## src/hdl/lpse_pkg.sv

```systemverilog
// Shared types and constants for the LED pixel SPI encoder.
// Standalone; imported by led_pixel_spi_encoder_core.
package lpse_pkg;

	typedef struct packed {
		logic [7:0] chan_a;
		logic [7:0] chan_b;
		logic [7:0] chan_c;
		logic       last_pixel;
	} pix_t;

	typedef struct packed {
		logic [7:0] spi_byte;
		logic       last_byte;
	} spi_t;

	typedef enum logic [2:0] {
		RGN_0,
		RGN_1,
		RGN_2,
		RGN_3,
		RGN_4,
		RGN_5
	} region_t;

	localparam logic       CFG_HUE_MODE  = 1'b0;
	localparam logic       CFG_GRB_ORDER = 1'b1;

	localparam logic [3:0] SYM_ZERO      = 4'h8;
	localparam logic [3:0] SYM_ONE       = 4'hC;
	localparam logic [7:0] HUE_SPAN      = 8'd43;
	localparam logic [7:0] FULL_SCALE    = 8'd255;
	localparam logic [7:0] LATCH_VALUE   = 8'h00;
	localparam logic [3:0] LAST_PIX_IDX  = 4'd11;
	localparam logic [3:0] LAST_LATCH_IDX = 4'd14;

endpackage

```

## src/hdl/led_pixel_spi_encoder_core.sv

```systemverilog
// Pixels are taken back to back until the four pipeline stages and the serialiser hold five;
// after that one pixel is taken each time the serialiser finishes one: 12 SPI bytes (15 for
// the pixel marked last), one SPI byte per cycle while spi_stall is low, with no gap between
// pixels. Stalls on the SPI side hold the serialiser and back up into the pixel input. In an
// empty block a pixel passes four register stages that do the hue conversion and channel
// ordering, then the serialiser loads and presents the pixel's first byte.
// Top level: hue conversion pipeline and SPI bit-symbol serialiser; uses lpse_pkg.
module led_pixel_spi_encoder_core (
	input  logic                 clk,
	input  logic                 arst_n,
	input  logic                 psel,
	input  logic                 penable,
	input  logic                 pwrite,
	input  logic [2:0]           paddr,
	input  logic [31:0]          pwdata,
	output logic [31:0]          prdata,
	output logic                 pready,
	input  logic                 pix_valid,
	output logic                 pix_stall,
	input  lpse_pkg::pix_t       pix,
	output logic                 spi_valid,
	input  logic                 spi_stall,
	output lpse_pkg::spi_t       spi
);
	import lpse_pkg::*;

	logic hue_mode_q, grb_order_q;

	assign pready = 1'b1;

	always_ff @(posedge clk or negedge arst_n) begin
		if (!arst_n) begin
			hue_mode_q  <= 1'b0;
			grb_order_q <= 1'b1;
		end else if (psel && penable && pwrite) begin
			unique case (paddr[2])
				CFG_HUE_MODE:  hue_mode_q  <= pwdata[0];
				CFG_GRB_ORDER: grb_order_q <= pwdata[0];
				default: ;
			endcase
		end
	end

	always_comb begin
		prdata = '0;
		unique case (paddr[2])
			CFG_HUE_MODE:  prdata[0] = hue_mode_q;
			CFG_GRB_ORDER: prdata[0] = grb_order_q;
			default: ;
		endcase
	end

	// pipeline flow control
	logic v_s1, v_s2, v_s3, v_s4, ser_v_q;
	logic ld_s1, ld_s2, ld_s3, ld_s4, ld_ser;
	logic ser_done;
	logic [3:0] cnt_q;
	logic       ser_last_q;
	logic [23:0] word_q;

	assign ser_done = ser_v_q && !spi_stall &&
		(cnt_q == LAST_LATCH_IDX || (cnt_q == LAST_PIX_IDX && !ser_last_q));
	assign ld_ser = !ser_v_q || ser_done;
	assign ld_s4  = !v_s4 || ld_ser;
	assign ld_s3  = !v_s3 || ld_s4;
	assign ld_s2  = !v_s2 || ld_s3;
	assign ld_s1  = !v_s1 || ld_s2;
	assign pix_stall = !ld_s1;

	always_ff @(posedge clk or negedge arst_n) begin
		if (!arst_n) begin
			v_s1 <= 1'b0;
			v_s2 <= 1'b0;
			v_s3 <= 1'b0;
			v_s4 <= 1'b0;
		end else begin
			if (ld_s1) v_s1 <= pix_valid;
			if (ld_s2) v_s2 <= v_s1;
			if (ld_s3) v_s3 <= v_s2;
			if (ld_s4) v_s4 <= v_s3;
		end
	end

	// stage 1: hue region and scaled remainder
	region_t    rgn_n;
	logic [7:0] base_n;
	logic [7:0] rem_n;

	always_comb begin
		priority if (pix.chan_a >= 8'(5 * HUE_SPAN)) rgn_n = RGN_5;
		else if (pix.chan_a >= 8'(4 * HUE_SPAN)) rgn_n = RGN_4;
		else if (pix.chan_a >= 8'(3 * HUE_SPAN)) rgn_n = RGN_3;
		else if (pix.chan_a >= 8'(2 * HUE_SPAN)) rgn_n = RGN_2;
		else if (pix.chan_a >= HUE_SPAN) rgn_n = RGN_1;
		else rgn_n = RGN_0;
		base_n = 8'(8'(rgn_n) * HUE_SPAN);
		rem_n  = 8'((pix.chan_a - base_n) * 8'd6);
	end

	pix_t       pix_s1;
	region_t    rgn_s1;
	logic [7:0] rem_s1;

	always_ff @(posedge clk) begin
		if (ld_s1) begin
			pix_s1 <= pix;
			rgn_s1 <= rgn_n;
			rem_s1 <= rem_n;
		end
	end

	// stage 2: saturation products
	logic [15:0] sr_n, sr2_n;
	assign sr_n  = pix_s1.chan_b * rem_s1;
	assign sr2_n = pix_s1.chan_b * (FULL_SCALE - rem_s1);

	pix_t       pix_s2;
	region_t    rgn_s2;
	logic [7:0] x1_s2, x2_s2;

	always_ff @(posedge clk) begin
		if (ld_s2) begin
			pix_s2 <= pix_s1;
			rgn_s2 <= rgn_s1;
			x1_s2  <= sr_n[15:8];
			x2_s2  <= sr2_n[15:8];
		end
	end

	// stage 3: value products
	logic [15:0] p_n, q_n, t_n;
	assign p_n = pix_s2.chan_c * (FULL_SCALE - pix_s2.chan_b);
	assign q_n = pix_s2.chan_c * (FULL_SCALE - x1_s2);
	assign t_n = pix_s2.chan_c * (FULL_SCALE - x2_s2);

	pix_t       pix_s3;
	region_t    rgn_s3;
	logic [7:0] p_s3, q_s3, t_s3;

	always_ff @(posedge clk) begin
		if (ld_s3) begin
			pix_s3 <= pix_s2;
			rgn_s3 <= rgn_s2;
			p_s3   <= p_n[15:8];
			q_s3   <= q_n[15:8];
			t_s3   <= t_n[15:8];
		end
	end

	// stage 4: sector select and channel order
	logic [7:0] r_n, g_n, b_n, v3;
	assign v3 = pix_s3.chan_c;

	always_comb begin
		r_n = pix_s3.chan_a;
		g_n = pix_s3.chan_b;
		b_n = pix_s3.chan_c;
		if (hue_mode_q) begin
			if (pix_s3.chan_b == 8'd0) begin
				r_n = v3;
				g_n = v3;
				b_n = v3;
			end else begin
				unique case (rgn_s3)
					RGN_0: begin r_n = v3;   g_n = t_s3; b_n = p_s3; end
					RGN_1: begin r_n = q_s3; g_n = v3;   b_n = p_s3; end
					RGN_2: begin r_n = p_s3; g_n = v3;   b_n = t_s3; end
					RGN_3: begin r_n = p_s3; g_n = q_s3; b_n = v3;   end
					RGN_4: begin r_n = t_s3; g_n = p_s3; b_n = v3;   end
					default: begin r_n = v3; g_n = p_s3; b_n = q_s3; end
				endcase
			end
		end
	end

	logic [23:0] word_s4;
	logic        last_s4;

	always_ff @(posedge clk) begin
		if (ld_s4) begin
			word_s4 <= grb_order_q ? {g_n, r_n, b_n} : {r_n, g_n, b_n};
			last_s4 <= pix_s3.last_pixel;
		end
	end

	// serialiser: two colour bits per byte, then latch bytes for the pixel marked last
	always_ff @(posedge clk or negedge arst_n) begin
		if (!arst_n) begin
			ser_v_q    <= 1'b0;
			cnt_q      <= '0;
			ser_last_q <= 1'b0;
		end else if (ld_ser) begin
			ser_v_q    <= v_s4;
			cnt_q      <= '0;
			ser_last_q <= last_s4;
		end else if (!spi_stall) begin
			cnt_q <= cnt_q + 4'd1;
		end
	end

	always_ff @(posedge clk) begin
		if (ld_ser) begin
			word_q <= word_s4;
		end else if (!spi_stall) begin
			word_q <= {word_q[21:0], 2'b00};
		end
	end

	assign spi_valid     = ser_v_q;
	assign spi.spi_byte  = (cnt_q > LAST_PIX_IDX) ? LATCH_VALUE :
		{(word_q[23] ? SYM_ONE : SYM_ZERO), (word_q[22] ? SYM_ONE : SYM_ZERO)};
	assign spi.last_byte = (cnt_q == LAST_LATCH_IDX) ||
		(cnt_q == LAST_PIX_IDX && !ser_last_q);

	a_cnt_range: assert property (@(posedge clk) disable iff (!arst_n)
		ser_v_q |-> cnt_q <= LAST_LATCH_IDX)
		else $error("serialiser count out of range");

	a_cnt_short: assert property (@(posedge clk) disable iff (!arst_n)
		ser_v_q && !ser_last_q |-> cnt_q <= LAST_PIX_IDX)
		else $error("latch bytes on a pixel not marked last");

	a_contig: assert property (@(posedge clk) disable iff (!arst_n)
		spi_valid && !spi_stall && !spi.last_byte |=> spi_valid)
		else $error("gap inside a pixel transaction");

	a_latch_zero: assert property (@(posedge clk) disable iff (!arst_n)
		spi_valid && cnt_q > LAST_PIX_IDX |-> spi.spi_byte == LATCH_VALUE)
		else $error("latch byte not zero");

	a_hold_s4: assert property (@(posedge clk) disable iff (!arst_n)
		v_s4 && !ld_ser |=> v_s4 && $stable(word_s4))
		else $error("blocked stage lost its transaction");

endmodule

```

## config.mk

```make
export PLATFORM = sky130hd
export DESIGN_NAME = led_pixel_spi_encoder_core
export DESIGN_NICKNAME = d
export VERILOG_FILES = /design/src/hdl/lpse_pkg.sv /design/src/hdl/led_pixel_spi_encoder_core.sv
export SDC_FILE = /design/constraint.sdc
export NUM_CORES = 1
export LEC_CHECK = 0
export ABC_CLOCK_PERIOD_IN_PS = 4600
export BUFFER_PORTS_ARGS = -buffer_cell sky130_fd_sc_hd__buf_2
export CAP_MARGIN = 5
export CORE_MARGIN = 10
export CORE_UTILIZATION = 57
export DETAILED_ROUTE_END_ITERATION = 8
export GPL_ROUTABILITY_DRIVEN = 0
export GPL_TIMING_DRIVEN = 0
export PLACE_DENSITY = 0.84
export SYNTH_ARGS = -nofsm -noshare
export SYNTH_HDL_FRONTEND = slang
export SYNTH_SLANG_ARGS = --single-unit
```

## constraint.sdc

```tcl
create_clock -name clk -period 4.6 [get_ports clk]
set_input_delay 0.23 -clock clk [delete_from_list [all_inputs] [get_ports clk]]
set_output_delay 0.23 -clock clk [all_outputs]
set_load 0.01 [all_outputs]
```

## Yosys cells after proc, flatten, opt, wreduce, memory -nomap -nowiden

Index checks and enable logic that the tools add are counted.

- Equality and inequality tests: 7
- Magnitude comparators: 6
- $mul: 7
- Muxes and demuxes: 23
- Bitwise gates (word level): 1
- Reduce and logical (&&, ||, !) cells: 27
- $add $sub $neg: 6

Operators with widths:

| operator | number |
|---|---|
| $mux 24 | 3 |
| $pmux 8 s3 | 3 |
| $mul 9x9->16 | 4 |
| $mux 8 | 7 |
| $sub 8x8->9 const A | 4 |
| $ge 8x8->1 const B | 3 |
| $mul 8x7->15 | 1 |
| $mux 3 | 4 |
| $eq 4x4->1 const B | 2 |
| $ge 8x6->1 const B | 1 |
| $ge 8x7->1 const B | 1 |
| $logic_not 1->1 | 8 |
| $logic_not 8->1 | 1 |
| $mul 3x6->8 const B | 1 |
| $mul 8x2->7 const B | 1 |
| $mux 4 | 2 |
| $reduce_or 2->1 | 4 |
| $sub 8x8->8 | 1 |
| $eq 3x2->1 const B | 2 |
| $logic_or 1x1->1 | 6 |
| $logic_and 1x1->1 | 5 |
| $add 4x1->4 const B | 1 |
| $gt 4x4->1 const B | 1 |
| $mux 2 | 2 |
| other kinds (8) | 9 |

- Word-level logic and storage cells: 110
- Bits in registers: 192
- Input bits: 67
- Output and inout port bits: 44

## Longest topological paths before layout

Gate-level depths: netlist of the first run.

- Depth in word-level cells: 10
- Mapped depth: 22
- Mapped depth without buffers: 21

## Worst setup path before layout of the first run

Ideal clock, no wire load.

- Path type: register to register
- Start: reg rem_s1[1]
- End: reg x2_s2[7], data pin
- Required time: 4.340 ns
- Stages on the path, launching flop included: 15
- Setup time: 0.260 ns
- Slack: 0.048 ns
- Path buffers: 1
- Period minus slack after synthesis: 4.552 ns
- Arrival: 4.292 ns
- Cell sequence: edfxtp_1 > clkbuf_1 > nand2b_1 > fa_1 > fa_1 > fa_1 > fa_1 > inv_1 > ha_1 > a21o_1 > a221o_1 > a211o_1 > a31o_1 > a21oi_2 > xnor2_1

- Cells in the longest elaborated chain, start to end: 2

Ends and longest elaborated chain:

| what | RTL line | RTL |
|---|---|---|
| start, declared | led_pixel_spi_encoder_core.sv:102 | `logic [7:0] rem_s1;` |
| start signal, assigned | led_pixel_spi_encoder_core.sv:108 | `rem_s1 <= rem_n;` |
| $sub 8x8->9 | led_pixel_spi_encoder_core.sv:115 | `assign sr2_n = pix_s1.chan_b * (FULL_SCALE - rem_s1);` |
| $mul 9x9->16 | led_pixel_spi_encoder_core.sv:115 |  |
| named net sr2_n[15] | led_pixel_spi_encoder_core.sv:113 | `logic [15:0] sr_n, sr2_n;` |
| end signal, assigned | led_pixel_spi_encoder_core.sv:126 | `x2_s2 <= sr2_n[15:8];` |
| end, declared | led_pixel_spi_encoder_core.sv:119 | `logic [7:0] x1_s2, x2_s2;` |

The timed path passes the listed nets, and every way through them passes these cells.
A chain may end at the register's enable or synchronous reset.

## Worst setup path in the final report of the first run

- Start: reg rem_s1[3]
- End: reg x2_s2[5], data pin

Same word-level chain as after synthesis.

==> flow_metrics.env, run 1 <==
export IMPL_outcome="finished with violations"
export IMPL_violations="negative setup slack"
export IMPL_worstPathMaxFanout=5
export IMPL_multi_input_area_mm2=0.0116
export IMPL_period_share=1.08
export IMPL_die_x_um=197
export IMPL_hold_violations=0
export IMPL_synth_top_cell_area_share=0.302
export IMPL_fp_row_count=64
export IMPL_tightest_slew_ns=1.00
export IMPL_core_area_mm2=0.0308
export IMPL_synth_common_cells="inv_1, ha_1, edfxtp_1"
export IMPL_ys_flop_type="edfxtp_1"
export IMPL_path_clk_slew_ns=0.08
export IMPL_syn_avg_cell_area_um2=10.4
export IMPL_setup_violations=20
export IMPL_grt_usage=0.231
export IMPL_drcViolationCount=0
export IMPL_fp_dieArea_mm2=0.0389
export IMPL_setup_slack_ns=-0.349
export IMPL_area_delta_synth_final_pct=20.1
export IMPL_num_nets_final=2379
export IMPL_die_h_um=197
export IMPL_final_antenna_net_count=0
export IMPL_p_leak_nw=9.85
export IMPL_hold_path_class="primary input to flop"
export IMPL_syn_inst=1730
export IMPL_cp_arrival_ns=5.14
export IMPL_grt_pass1_wl_um=70900
export IMPL_wl_per_cell_um=22.0
export IMPL_fmax_mhz=202
export IMPL_synthTopCellsByArea="edfxtp_1, fa_1, ha_1"
export IMPL_reg2reg_depth=18
export IMPL_grt_start_max_net_pins=40
export IMPL_critPathMaxStageDelay_ns=0.58
export IMPL_synth_edf_count=180
export IMPL_layout_min_cycle_time_ns=4.95
export IMPL_cp_cell_sequence="clkbuf_8 > buf_6 > buf_6 > nor2_4 > fa_2 > inv_2 > fa_1 > fa_1 > fa_1 > inv_2 > ha_4 > a21o_1 > a221o_1 > a211o_1 > buf_4 > buf_6 > a21oi_4 > xnor2_1"
export IMPL_htree_num_levels=4
export IMPL_hpwlAfterDp_um=30600
export IMPL_io_pins=111
export IMPL_wirelength_um=51800
export IMPL_routed_via_density=5.95
export IMPL_numCtsBuffers=17
export IMPL_grt_antenna_before_repair=0
export IMPL_cp_required_ns=4.79
export IMPL_critPathSlowestCell="edfxtp_1"
export IMPL_p_per_area_mw_per_mm2=729
export IMPL_grt_ovfl_total=0
export IMPL_cts_root_buf="clkbuf_16"
export IMPL_synthesis_area_mm2=0.0179
export IMPL_register_area_mm2=0.00571
export IMPL_portBuffers=41
export IMPL_cap_violations=0
export IMPL_hold_depth=2
export IMPL_yosys_area_top_type="edfxtp_1"
export IMPL_ys_seq_area_frac=0.318
export IMPL_cts_tree="built"
export IMPL_yosysUniqueCellTypes=58
export IMPL_rsz0062_at_grt="true"
export IMPL_n_fill_cell=1858
export IMPL_ys_ff_latch=192
export IMPL_drv_slew=0
export IMPL_clkSinkCount=192
export IMPL_drive_above_1_share=0.201
export IMPL_post_place_cells=2204
export IMPL_antenna_cells=0
export IMPL_synth_most_common_cell="inv_1"
export IMPL_fin_worst_skew_ns=0.0152
export IMPL_clock_path_buffers=2
export IMPL_finalNonFillerCells=2359
export IMPL_power_total_mw=15.7
export IMPL_tns_ns=-2.97
export IMPL_start_kind="flop"
export IMPL_max_slew_margin=0.331
export IMPL_initial_core_util=0.581
export IMPL_peakVddDrop_uv=890
export IMPL_grt_pass1_vias=14000
export IMPL_clk_insertion_delay_late_ns=0.47
export IMPL_synthArstFlopShare=0.0625
export IMPL_critPathKind="flop to flop"
export IMPL_drtIter0Drc=1439
export IMPL_end_kind="flop"
export IMPL_vias=14000
export IMPL_yosysWarningCount=0
export IMPL_firstDrtPassIters=9
[logic make-up (layout without fill, tap and decap cells)]
group	count (synthesis)	count (layout)	synth area share
AND/OR/NAND/NOR	528	528	0.154
flip-flops	192	192	0.318
buffers and inverters	373	572	0.0862
multiplexers	51	51	0.0287
adder cells (fa/ha/maj)	362	362	0.326
other	2	36	0.000419
XOR/XNOR	47	47	0.0237
AO/OA/AOI/OAI	175	175	0.0624
[layer usage]
layer / global-route usage / part of all wire / vias to the layer above
met5: 0 / 0 / -
met2: 0.405 / 0.49 / 950
met1: 0.261 / 0.34 / 6738
met3: 0.0395 / 0.082 / 346
met4: 0.135 / 0.084 / 0
li1: - / - / 5993
[registers in the layout, indices dropped and copies added (netlist names), 3 cells and up]
name     count
word_s4     24
word_q      24
q_s3         8
rem_s1       7
rgn_s3       3
p_s3         8
x2_s2        8
x1_s2        8
v3           8
pix_s2      25
rgn_s1       3
rgn_s2       3
pix_s1      25
t_s3         8
cnt_q        4
pix_s3      17
[power by group]
group / internal [mW] / leakage (nW) / total [mW] / switching [mW]
clock: 0.757 / 0.299 / 1.55 / 0.795
combinational: 5.11 / 7.78 / 11.3 / 6.18
sequential: 2.63 / 1.78 / 2.86 / 0.226
[cells in the final DEF, fill, tap and decap left out, types with 7 or more instances in the layout]
| cell type | count |
|---|---|
| ha_4 | 24 |
| buf_2 | 47 |
| and2_1 | 27 |
| inv_2 | 23 |
| conb_1 | 36 |
| ha_1 | 157 |
| fa_2 | 11 |
| buf_4 | 118 |
| mux2i_1 | 48 |
| clkbuf_16 | 17 |
| buf_6 | 21 |
| o21a_1 | 8 |
| nor2b_1 | 117 |
| o22ai_1 | 8 |
| xnor2_1 | 29 |
| fa_1 | 165 |
| dfrtp_1 | 11 |
| o21ai_0 | 20 |
| nand2b_1 | 96 |
| nor3_1 | 10 |
| a211oi_1 | 13 |
| inv_1 | 247 |
| nand3b_1 | 7 |
| a21o_1 | 9 |
| a21oi_2 | 8 |
| nand2b_4 | 11 |
| xor2_1 | 16 |
| dlygate4sd3_1 | 20 |
| buf_8 | 8 |
| nand2_1 | 149 |
| a21oi_1 | 57 |
| and3_1 | 7 |
| nor2_1 | 61 |
| clkbuf_1 | 22 |
| clkbuf_8 | 13 |
| clkbuf_4 | 7 |
| edfxtp_1 | 180 |
[cell type report]
type                       instances  area share
clock buffer                      18      0.0204
inverter                         276      0.0489
buffer                            96      0.0338
sequential                       192       0.265
clock inverter                    14     0.00849
timing repair buffer             168      0.0621
multi-input combinational       1199       0.538
tap                              396      0.0230
[path summary, 6_finish.rpt]
check / from / to / slack, ns
max: rem_s1[3]$_DFFE_PN_ / x2_s2[5]$_DFFE_PP_ / -0.35
min: pwdata[0] / hue_mode_q$_DFFE_PN0P_ / 0.01
max reg2reg: rem_s1[3]$_DFFE_PN_ / x2_s2[5]$_DFFE_PP_ / -0.35
min reg2reg: pix_s1[18]$_DFFE_PN_ / pix_s2[18]$_DFFE_PP_ / 0.43
max in group asynchronous: arst_n / grb_order_q$_DFFE_PN1P_ / 4.15
min in group asynchronous: arst_n / cnt_q[1]$_DFFE_PN0P_ / 0.18
[worst max-delay path, delay by kind of cell, from the launching register on]
family	cells	cell delay, ns
compound gates	4	1.03
xor+xnor	1	0.12
simple gates	1	0.03
buf+inv	7	0.83
fa+ha+maj	5	2.07
flops	1	0.58
[metrics by stage]
stage	worst slack [ns]	hold WS, ns	utilization	area [um2]
2_1_floorplan	0.0481	-0.0656	-	18000
3_3_place_gp	-0.697	0.119	0.608	18800
3_5_place_dp	-0.727	0.128	0.610	18800
4_1_cts	0.00258	0.00562	0.669	20600
5_1_grt	-0.373	-0.00262	0.698	21500
6_report	-0.349	0.0109	0.698	21500
[what timing repair did]
| item | CTS | global route |
|---|---|---|
| setup endpoints to repair | 34 | 28 |
| pin swaps | 45 | 108 |
| resized for setup | 118 | 140 |
| hold endpoints to repair | 31 | 0 |
| hold buffers | 20 | 0 |
| gates cloned | 2 | 0 |
| setup buffers | 69 | 36 |
No activity file was read; power rests on OpenSTA's default activity.
==> inputs of run 2 (changes only) <==
--- a/config.mk
+++ b/config.mk
@@ -5,6 +5,7 @@
 export SDC_FILE = /design/constraint.sdc
 export NUM_CORES = 1
 export LEC_CHECK = 0
+export ABC_AREA = 1
 export ABC_CLOCK_PERIOD_IN_PS = 4600
 export BUFFER_PORTS_ARGS = -buffer_cell sky130_fd_sc_hd__buf_2
 export CAP_MARGIN = 5
@@ -13,7 +14,7 @@
 export DETAILED_ROUTE_END_ITERATION = 8
 export GPL_ROUTABILITY_DRIVEN = 0
 export GPL_TIMING_DRIVEN = 0
-export PLACE_DENSITY = 0.84
+export PLACE_DENSITY = 0.83
 export SYNTH_ARGS = -nofsm -noshare
 export SYNTH_HDL_FRONTEND = slang
 export SYNTH_SLANG_ARGS = --single-unit
==> flow_metrics.env, run 2 <==
export IMPL_critPathTopFamily="adder cells"
export IMPL_syn_avg_cell_area_um2=9.07
export IMPL_switching_share=0.484
export IMPL_routed_via_density=5.59
export IMPL_max_slew_margin=0.238
export IMPL_area_delta_synth_final_pct=11.9
export IMPL_n_fill_cell=2247
export IMPL_vias=14300
export IMPL_io_pins=111
export IMPL_numCtsBuffers=17
export IMPL_fmax_mhz=218
export IMPL_yosysUniqueCellTypes=58
export IMPL_synthTopCellsByArea="edfxtp_1, fa_1, ha_1"
export IMPL_cp_cell_sequence="buf_4 > buf_4 > nand2_1 > fa_1 > inv_1 > fa_1 > ha_1 > inv_1 > fa_1 > inv_1 > ha_1 > a21oi_1 > o21ai_1 > inv_1 > nand2_1 > nand2_1 > nand2_1 > nand3_1 > nand2_1 > xor2_1"
export IMPL_post_route_util=0.645
export IMPL_end_kind="flop"
export IMPL_p_seq_frac=0.206
export IMPL_grt_usage=0.215
export IMPL_fp_row_count=65
export IMPL_clkSinkCount=192
export IMPL_final_antenna_net_count=0
export IMPL_period_share=0.997
export IMPL_tns_ns=0
export IMPL_final_cell_mix="nand2_1, inv_1, nor2_1, ha_1, edfxtp_1"
export IMPL_worstPathMaxFanout=10
export IMPL_clk_insertion_delay_late_ns=0.45
export IMPL_grt_pass1_wl_um=67800
export IMPL_p_clk_frac=0.113
export IMPL_drtIter0Drc=1361
export IMPL_cts_root_buf="clkbuf_16"
export IMPL_start_kind="flop"
export IMPL_num_nets_final=2566
export IMPL_die_h_um=198
export IMPL_hpwlAfterDp_um=32100
export IMPL_htree_num_levels=4
export IMPL_cap_violations=0
export IMPL_path_clk_slew_ns=0.08
export IMPL_synthesis_area_mm2=0.0181
export IMPL_p_per_area_mw_per_mm2=652
export IMPL_clock_path_buffers=2
export IMPL_dp_slack_ns=-0.516
export IMPL_tightest_slew_ns=1.14
export IMPL_grt_ovfl_total=0
export IMPL_pwr_share_comb=0.680
export IMPL_outcome="complete, no violations"
export IMPL_crit_buf_inv=6
export IMPL_final_common_cell="nand2_1"
export IMPL_synth_most_common_cell="nand2_1"
export IMPL_yosys_area_top_type="edfxtp_1"
export IMPL_wirelength_um=44000
export IMPL_setup_violations=0
export IMPL_hold_path_class="primary input to flop"
export IMPL_core_area_mm2=0.0314
export IMPL_yosysWarningCount=0
export IMPL_grt_pass1_vias=13900
export IMPL_synth_edf_count=180
export IMPL_wl_per_cell_um=17.2
export IMPL_crit_top_cell="nand2_1"
export IMPL_drcViolationCount=0
export IMPL_initial_core_util=0.576
export IMPL_switchingPower_mw=6.39
export IMPL_cp_required_ns=4.79
export IMPL_layout_min_cycle_time_ns=4.58
export IMPL_multi_input_area_mm2=0.0105
export IMPL_portBuffers=41
export IMPL_syn_inst=1994
export IMPL_grt_start_max_net_pins=55
export IMPL_fin_worst_skew_ns=0.0182
export IMPL_critPathMaxStageDelay_ns=0.55
export IMPL_drive_above_1_share=0.113
export IMPL_drv_slew=0
export IMPL_synth_top_cell_area_share=0.299
export IMPL_reg_top3="pix_s1 (25), pix_s2 (25)"
export IMPL_grt_antenna_before_repair=0
export IMPL_p_int_mw=6.82
export IMPL_synthArstFlopShare=0.0625
export IMPL_synth_common_cells="nand2_1, inv_1, ha_1"
export IMPL_cp_arrival_ns=4.77
export IMPL_setup_slack_ns=0.0160
export IMPL_register_area_mm2=0.00571
export IMPL_critPathKind="flop to flop"
export IMPL_critPathSlowestCell="fa_1"
export IMPL_die_x_um=198
export IMPL_ys_ff_latch=192
export IMPL_cts_tree="built"
export IMPL_ys_seq_area_frac=0.316
export IMPL_peakVddDrop_uv=904
export IMPL_fp_dieArea_mm2=0.0392
export IMPL_p_leak_nw=10.2
export IMPL_hold_violations=0
export IMPL_ys_flop_type="edfxtp_1"
export IMPL_holdWs_ns=0.0278
export IMPL_firstDrtPassIters=8
==> run 2: changes by cell type in the layout (fill, tap and decap cells not counted), sizes merged, moves of 43 or more <==
| cell | delta |
|---|---|
| nor2 | +121 |
| buf | -62 |
| mux2i | -48 |
| nand2 | +275 |
| nand2b | -107 |
| inv | +129 |
| o21ai | +43 |
| nor2b | -122 |
==> run 2: final timing paths <==
kind	start	end	slack (ns)	cells after the start
max in group asynchronous	arst_n	grb_order_q$_DFFE_PN1P_	4.13	2
min	pix[17]	pix_s1[17]$_DFFE_PN_	0.03	1
min reg2reg	pix_s1[2]$_DFFE_PN_	pix_s2[2]$_DFFE_PP_	0.42	0
max	pix_s2[6]$_DFFE_PP_	p_s3[4]$_DFFE_PP_	0.02	20
min in group asynchronous	arst_n	v_s4$_DFFE_PN0P_	0.19	2
max reg2reg	pix_s2[6]$_DFFE_PP_	p_s3[4]$_DFFE_PP_	0.02	20
==> run 2: metal layers <==
layer | up-vias | share of wire | track usage
li1 | 6494 | - | -
met1 | 6754 | 0.36 | 0.256
met2 | 818 | 0.50 | 0.372
met3 | 206 | 0.080 | 0.0375
met4 | 0 | 0.051 | 0.0988
met5 | - | 0 | 0
==> run 2: power groups by stage <==
stage | logic [mW] | clock network, mW | registers, mW
CTS | 8.36 | 1.50 | 2.73
global placement | 7.77 | 0 | 2.75
finish | 8.99 | 1.50 | 2.72
detailed placement | 8.20 | 0 | 2.76
global route | 10.2 | 1.57 | 2.74
floorplan | 6.40 | 0 | 2.69
==> run 2: stage by stage <==
step                      power [mW]  cell area, um2  cells
after floorplan                 9.09           18200   2028
final                           13.2           20200   2553
after global placement          10.5           18900   2471
after global routing            14.5           20200   2552
after CTS                       12.6           19800   2525
after detailed placement        11.0           18900   2472
==> run 2: timing repair <==
item,in CTS,in global routing
hold buffers,22,0
hold endpoints to repair,32,0
setup endpoints to repair,34,29
buffers inserted,8,27
gates resized for setup,21,71
pin swaps,0,4
==> run 2: final cells by class <==
cell class | count | area share
multi-input cells | 1337 | 0.521
clock inverters | 14 | 0.00878
plain buffers | 80 | 0.0273
diodes | 1 | 0.000124
flip-flops and latches | 192 | 0.282
well taps | 402 | 0.0248
clock buffers | 18 | 0.0212
repair buffers | 100 | 0.0376
inverters | 409 | 0.0771
==> run 2: kinds of logic after synthesis <==
| logic type | after synthesis | share of synthesized area |
|---|---|---|
| DFF | 192 | 0.316 |
| AOI/OAI and AO/OA | 206 | 0.0675 |
| adders and majority gates | 362 | 0.324 |
| other | 2 | 0.000415 |
| xor gates and xnor gates | 52 | 0.0252 |
| buffers and inverters | 499 | 0.114 |
| and+or+nand+nor | 681 | 0.154 |
